`config.mk`:
```
export PLATFORM = sky130hd
export DESIGN_NAME = vna_norm
export DESIGN_NICKNAME = d
export VERILOG_FILES = /design/src/sv/vna_pkg.sv /design/src/sv/vna_norm.sv
export SDC_FILE = /design/constraint.sdc
export NUM_CORES = 2
export LEC_CHECK = 0
export BUFFER_PORTS_ARGS = -buffer_cell sky130_fd_sc_hd__buf_2
export CAP_MARGIN = 10
export CORE_MARGIN = 2
export CORE_UTILIZATION = 50
export DETAILED_ROUTE_END_ITERATION = 16
export PLACE_DENSITY = 0.66
export SLEW_MARGIN = 10
export SYNTH_ARGS = -nofsm -noshare
export SYNTH_HDL_FRONTEND = slang
export SYNTH_SLANG_ARGS = --single-unit
```
`constraint.sdc`:
```
create_clock -name clock -period 10.4 [get_ports clock]
set_input_delay 1.04 -clock clock [delete_from_list [all_inputs] [get_ports clock]]
set_output_delay 1.04 -clock clock [all_outputs]
set_load 0.01 [all_outputs]
```
`src/sv/vna_pkg.sv`:
```
// ----------------------------------------------------------------------------
// vna_pkg
// shared types and constants of the vertex normal accumulator
// ----------------------------------------------------------------------------
package vna_pkg;

   localparam int IDX_W   = 10;   // vertex slot index width
   localparam int COORD_W = 16;   // q8.8 coordinate
   localparam int EDGE_W  = 17;   // coordinate difference
   localparam int PROD_W  = 34;   // edge by edge product
   localparam int CROSS_W = 35;   // cross product component
   localparam int NORM_W  = 16;   // q1.15 normal component
   localparam int VTX_W   = 3 * COORD_W;

   localparam logic [1:0] OP_LOAD = 2'd0;
   localparam logic [1:0] OP_TRI  = 2'd1;
   localparam logic [1:0] OP_READ = 2'd2;

   typedef enum logic [3:0] {
      ST_CLEAR,
      ST_IDLE,
      ST_VTX_A,
      ST_VTX_B,
      ST_VTX_C,
      ST_VTX_D,
      ST_CROSS,
      ST_ACC_RD,
      ST_ACC_WR,
      ST_RD_MEM,
      ST_RD_START,
      ST_RD_NORM,
      ST_RD_OUT
   } core_state_type;

   typedef enum logic [2:0] {
      NS_IDLE,
      NS_MAX,
      NS_SHIFT,
      NS_SQUARE,
      NS_ROOT,
      NS_DIV_INIT,
      NS_DIV_STEP,
      NS_DONE
   } norm_state_type;

   typedef struct packed {
      logic                     degenerate;
      logic signed [NORM_W-1:0] x;
      logic signed [NORM_W-1:0] y;
      logic signed [NORM_W-1:0] z;
   } norm_result_type;

endpackage

```
`src/sv/vna_norm.sv`:
```
// ----------------------------------------------------------------------------
// vna_norm
// scales an accumulated vector to unit length in q1.15, one step per cycle
// ----------------------------------------------------------------------------
module vna_norm #(
   parameter int ACCUM_BITS = 40
) (
   input  logic                          clock,
   input  logic                          reset,
   input  logic                          start,
   input  logic signed [ACCUM_BITS-1:0]  acc_x,
   input  logic signed [ACCUM_BITS-1:0]  acc_y,
   input  logic signed [ACCUM_BITS-1:0]  acc_z,
   output logic                          done,
   output vna_pkg::norm_result_type      result
);

   localparam int A = ACCUM_BITS;

   vna_pkg::norm_state_type state_ff, state_in;
   logic [A-1:0]  mag_ff [3];
   logic [A-1:0]  mag_in [3];
   logic          neg_ff [3];
   logic          neg_in [3];
   logic [A-1:0]  mx_ff, mx_in;
   logic [59:0]   sq_ff, sq_in;
   logic [63:0]   sum_ff, sum_in;
   logic [63:0]   res_ff, res_in;
   logic [63:0]   bit_ff, bit_in;
   logic [4:0]    cnt_ff, cnt_in;
   logic [1:0]    comp_ff, comp_in;
   logic [30:0]   rem_ff, rem_in;
   logic [16:0]   nlow_ff, nlow_in;
   logic [16:0]   q_ff, q_in;
   logic signed [vna_pkg::NORM_W-1:0] out_ff [3];
   logic signed [vna_pkg::NORM_W-1:0] out_in [3];
   logic          degen_ff, degen_in;

   logic [29:0]   sq_op;
   logic [A-1:0]  max_xy;
   logic [63:0]   trial_root;
   logic [30:0]   root;
   logic [45:0]   num;
   logic [31:0]   trial_div;
   logic [16:0]   q_next;
   logic [15:0]   q_clamp;

   assign root = res_ff[30:0];

   always_ff @(posedge clock) begin
      if (reset) begin
         state_ff <= vna_pkg::NS_IDLE;
      end else begin
         state_ff <= state_in;
      end
      mag_ff   <= mag_in;
      neg_ff   <= neg_in;
      mx_ff    <= mx_in;
      sq_ff    <= sq_in;
      sum_ff   <= sum_in;
      res_ff   <= res_in;
      bit_ff   <= bit_in;
      cnt_ff   <= cnt_in;
      comp_ff  <= comp_in;
      rem_ff   <= rem_in;
      nlow_ff  <= nlow_in;
      q_ff     <= q_in;
      out_ff   <= out_in;
      degen_ff <= degen_in;
   end

   always_comb begin
      state_in = state_ff;
      mag_in   = mag_ff;
      neg_in   = neg_ff;
      mx_in    = mx_ff;
      sq_in    = sq_ff;
      sum_in   = sum_ff;
      res_in   = res_ff;
      bit_in   = bit_ff;
      cnt_in   = cnt_ff;
      comp_in  = comp_ff;
      rem_in   = rem_ff;
      nlow_in  = nlow_ff;
      q_in     = q_ff;
      out_in   = out_ff;
      degen_in = degen_ff;
      done     = 1'b0;

      max_xy     = (mag_ff[1] > mag_ff[0]) ? mag_ff[1] : mag_ff[0];
      trial_root = res_ff + bit_ff;
      num        = {mag_ff[comp_ff][29:0], 15'd0} + 46'(root[30:1]);
      trial_div  = {rem_ff, nlow_ff[16]};
      q_next     = {q_ff[15:0], (trial_div >= {1'b0, root})};
      q_clamp    = (q_next > 17'd32767) ? 16'd32767 : q_next[15:0];

      unique case (cnt_ff[1:0])
         2'd0:    sq_op = mag_ff[0][29:0];
         2'd1:    sq_op = mag_ff[1][29:0];
         2'd2:    sq_op = mag_ff[2][29:0];
         default: sq_op = '0;
      endcase

      unique case (state_ff)
         vna_pkg::NS_IDLE: begin
            if (start) begin
               neg_in[0] = acc_x[A-1];
               neg_in[1] = acc_y[A-1];
               neg_in[2] = acc_z[A-1];
               mag_in[0] = acc_x[A-1] ? (~acc_x + 1'b1) : acc_x;
               mag_in[1] = acc_y[A-1] ? (~acc_y + 1'b1) : acc_y;
               mag_in[2] = acc_z[A-1] ? (~acc_z + 1'b1) : acc_z;
               state_in  = vna_pkg::NS_MAX;
            end
         end
         vna_pkg::NS_MAX: begin
            mx_in = (mag_ff[2] > max_xy) ? mag_ff[2] : max_xy;
            if (mx_in == '0) begin
               degen_in = 1'b1;
               out_in   = '{default: '0};
               state_in = vna_pkg::NS_DONE;
            end else begin
               degen_in = 1'b0;
               state_in = vna_pkg::NS_SHIFT;
            end
         end
         vna_pkg::NS_SHIFT: begin
            // bring the largest magnitude into [2^29, 2^30)
            if (mx_ff[A-1:30] != '0) begin
               mx_in = mx_ff >> 1;
               for (int k = 0; k < 3; k++) mag_in[k] = mag_ff[k] >> 1;
            end else if (!mx_ff[29]) begin
               mx_in = mx_ff << 1;
               for (int k = 0; k < 3; k++) mag_in[k] = mag_ff[k] << 1;
            end else begin
               cnt_in   = '0;
               sum_in   = '0;
               state_in = vna_pkg::NS_SQUARE;
            end
         end
         vna_pkg::NS_SQUARE: begin
            sq_in = sq_op * sq_op;
            if (cnt_ff != 5'd0) begin
               sum_in = sum_ff + 64'(sq_ff);
            end
            cnt_in = cnt_ff + 5'd1;
            if (cnt_ff == 5'd3) begin
               cnt_in   = '0;
               res_in   = '0;
               bit_in   = 64'd1 << 62;
               state_in = vna_pkg::NS_ROOT;
            end
         end
         vna_pkg::NS_ROOT: begin
            // one result bit per cycle
            if (sum_ff >= trial_root) begin
               sum_in = sum_ff - trial_root;
               res_in = (res_ff >> 1) + bit_ff;
            end else begin
               res_in = res_ff >> 1;
            end
            bit_in = bit_ff >> 2;
            cnt_in = cnt_ff + 5'd1;
            if (cnt_ff == 5'd31) begin
               comp_in  = '0;
               state_in = vna_pkg::NS_DIV_INIT;
            end
         end
         vna_pkg::NS_DIV_INIT: begin
            rem_in   = {2'b00, num[45:17]};
            nlow_in  = num[16:0];
            q_in     = '0;
            cnt_in   = '0;
            state_in = vna_pkg::NS_DIV_STEP;
         end
         vna_pkg::NS_DIV_STEP: begin
            // restoring division, one quotient bit per cycle
            if (trial_div >= {1'b0, root}) begin
               rem_in = 31'(trial_div - {1'b0, root});
            end else begin
               rem_in = trial_div[30:0];
            end
            q_in    = q_next;
            nlow_in = {nlow_ff[15:0], 1'b0};
            cnt_in  = cnt_ff + 5'd1;
            if (cnt_ff == 5'd16) begin
               out_in[comp_ff] = neg_ff[comp_ff] ? $signed(16'd0 - q_clamp)
                                                 : $signed(q_clamp);
               if (comp_ff == 2'd2) begin
                  state_in = vna_pkg::NS_DONE;
               end else begin
                  comp_in  = comp_ff + 2'd1;
                  state_in = vna_pkg::NS_DIV_INIT;
               end
            end
         end
         vna_pkg::NS_DONE: begin
            done     = 1'b1;
            state_in = vna_pkg::NS_IDLE;
         end
         default: begin
            state_in = vna_pkg::NS_IDLE;
         end
      endcase
   end

   assign result.degenerate = degen_ff;
   assign result.x          = out_ff[0];
   assign result.y          = out_ff[1];
   assign result.z          = out_ff[2];

endmodule
```
==> reports/qor.txt <==
Critical Path RT -> 10.83 ns
vias in the first global route -> 57100
1st-pass router iterations -> 6
Die Height -> 369 microns
DP Area -> 0.0700 sq mm
initial core utilization -> 0.502
fillcell total -> 12100
overall routing resource usage -> 0.331
Synth Cell Area -> 0.0667 sq mm
layout cells sized above 1 -> 0.0658
crit path capture type -> register
Yosys warning count -> 0
overall die area -> 0.136 sq mm
post-synthesis sequential area ratio -> 0.227
status -> finished clean
Util after Layout -> 0.543
Setup CP Type -> register to register
first-pass GRT wire length -> 343000 microns
Final min period -> 10.18 ns
H-Tree Depth -> 3
WP data arrival -> 10.61 ns
Bufs and invs on worst path -> 9
Hold/Removal Path Class -> register to register
diodes inserted -> 0
Multi-input gate area -> 0.0466 sq mm
Die X -> 369 microns
CP top delay family -> adder cells
Final Slew Violations -> 0
Routed Antenna Nets -> 0
skew final -> 0.0420 ns
Syn Inst Count -> 7532
CTS tree -> built
Worst slew margin -> 0.152
core region area -> 0.133 sq mm
unrepaired setup endpoints after global routing -> false
CP max FO -> 22
Synth Register Bits -> 505
clock buffer depth -> 3
CTS sink count -> 505
type of origin of the critical path -> register
design area -> 0.0722 sq mm
CP max stage delay -> 0.60 ns
Final Hold Vio Count -> 0
Post-synth EDFFs -> 502
IO Pins -> 173
total CTS buffers -> 69
GR Overflow Total -> 0
synth unique cells -> 90
Reg clk slew, reported paths -> 0.06 ns
Syn Area/Cell -> 8.86 sq um
largest cells by area after synthesis -> edfxtp_1, fa_1, ha_1
reg2reg setup slack -> 0.22 ns
area grow syn2layout -> 8.21%
placer congestion estimate -> 1.02
DR iter-0 viols -> 6059
setup_tns -> 0 ns
DR DRC count -> 0
Period Utilization, post-route -> 0.979
Yosys top cell by area -> edfxtp_1
initial antenna violation count -> 8
Max Fclk -> 98.2 MHz
most instantiated cells after synthesis -> inv_1, nand2_1, fa_1, nor2_1, ha_1
Post-synth ARST share -> 0
cell with the most instances after synthesis -> inv_1
Buffers on Ports -> 172
Top FF cell, synth -> edfxtp_1
Worst-Margin Slew -> 1.27 ns
# rows -> 134
latest clock arrival within the worst-skew pair -> 0.70 ns
DRT Wirelength -> 225000 microns
Sequential Area -> 0.0151 sq mm
pin count of the biggest net entering global routing -> 103
Synth top area share -> 0.226
Slowest-stage cell, CP -> fa_1
detail-routed net length per standard cell -> 23.8 microns
Max-Cap Viols -> 0
Critical Path Most Common Cell -> fa_1
Final #Nets -> 9044
dpl hpwl -> 181000 microns
Final Setup Violations -> 0
total number of vias -> 56900
post-synth net total -> 8936
root buf cell -> clkbuf_16
Via density -> 6.01
layer usage:
layer / global-route usage / wire length, microns / vias to the layer above
met5: 0.00427 / 113 / -
met4: 0.145 / 11100 / 6
met3: 0.0813 / 23600 / 550
met2: 0.505 / 98300 / 2680
met1: 0.444 / 92100 / 27900
li1: - / - / 25800
flip-flops by register name, indices dropped and copies added, names as in the netlist, 17 cells and up:
| register | flops |
|---|---|
| mx_ff | 40 |
| rem_ff | 31 |
| nlow_ff | 17 |
| bit_ff | 32 |
| mag_ff | 120 |
| sum_ff | 64 |
| res_ff | 64 |
| result | 48 |
| sq_ff | 59 |
area by class of cell:
class                      count  share of cell area
tap                         1768              0.0306
sequential                   505               0.210
inverter                    1068              0.0556
timing repair buffer         333              0.0288
clock inverter                35             0.00496
clock buffer                  85              0.0253
multi-input combinational   5663               0.645
metrics by stage:
step           worst slack, ns  hold slack, ns  cells
6_report                 0.222           0.508   9457
5_1_grt                 0.0266           0.516   9457
4_1_cts                 0.0279           0.511   9454
3_5_place_dp            0.0534           0.493   9334
3_3_place_gp             0.162           0.491   9334
2_1_floorplan             1.32           0.484   7532
worst register-to-register path: cells and delay by family (launching register included):
family / cells / cell delay (ns)
flops: 1 / 0.42
buf+inv: 9 / 1.16
compound gates: 11 / 2.92
xor+xnor: 1 / 0.08
simple gates: 3 / 0.66
fa+ha+maj: 10 / 4.72
logic make-up after synthesis:
| kind of cell | share of synthesized area |
|---|---|
| AOI/OAI and AO/OA | 0.146 |
| xor gates and xnor gates | 0.0613 |
| adders and majority gates | 0.319 |
| buffers and inverters | 0.0772 |
| DFF | 0.227 |
| muxes | 0.0185 |
| and+or+nand+nor | 0.151 |
what timing repair did:
item                                    CTS  global route
endpoints found under the setup margin    0             9
setup buffers                             0             3
hold buffers                              0             0
gates resized for setup                   0             7
final timing paths:
| path | depth (start not counted) | end | start |
|---|---|---|---|
| worst max-delay path | 34 | sq_ff[59] | cnt_ff[0] |
| worst min register to register | 2 | nlow_ff[15] | nlow_ff[14] |
| worst max register to register | 34 | sq_ff[59] | cnt_ff[0] |
| worst min-delay path | 2 | nlow_ff[15] | nlow_ff[14] |
cells in the final DEF (no fill, tap or decap), drive strengths merged, types with 59 or more instances in the layout:
| cell | netlist | final |
|---|---|---|
| buf | 29 | 333 |
| a21oi | 350 | 350 |
| nand2 | 877 | 877 |
| a21o | 140 | 140 |
| a31oi | 189 | 189 |
| o22ai | 59 | 59 |
| inv | 1062 | 1063 |
| and2 | 95 | 95 |
| edfxtp | 502 | 502 |
| xnor2 | 301 | 301 |
| o21ai | 365 | 365 |
| a211oi | 98 | 98 |
| nand4 | 62 | 62 |
| ha | 581 | 581 |
| xor2 | 166 | 166 |
| clkbuf | 267 | 85 |
| fa | 700 | 700 |
| nand2b | 59 | 59 |
| nor2 | 697 | 697 |
| nor2b | 60 | 60 |
| nor3 | 69 | 69 |
| nand3 | 91 | 91 |
| mux2i | 122 | 122 |
Power is left out: the tool's default activity adds up to more than one toggle a clock period on the data nets, which glitch-free logic cannot reach.
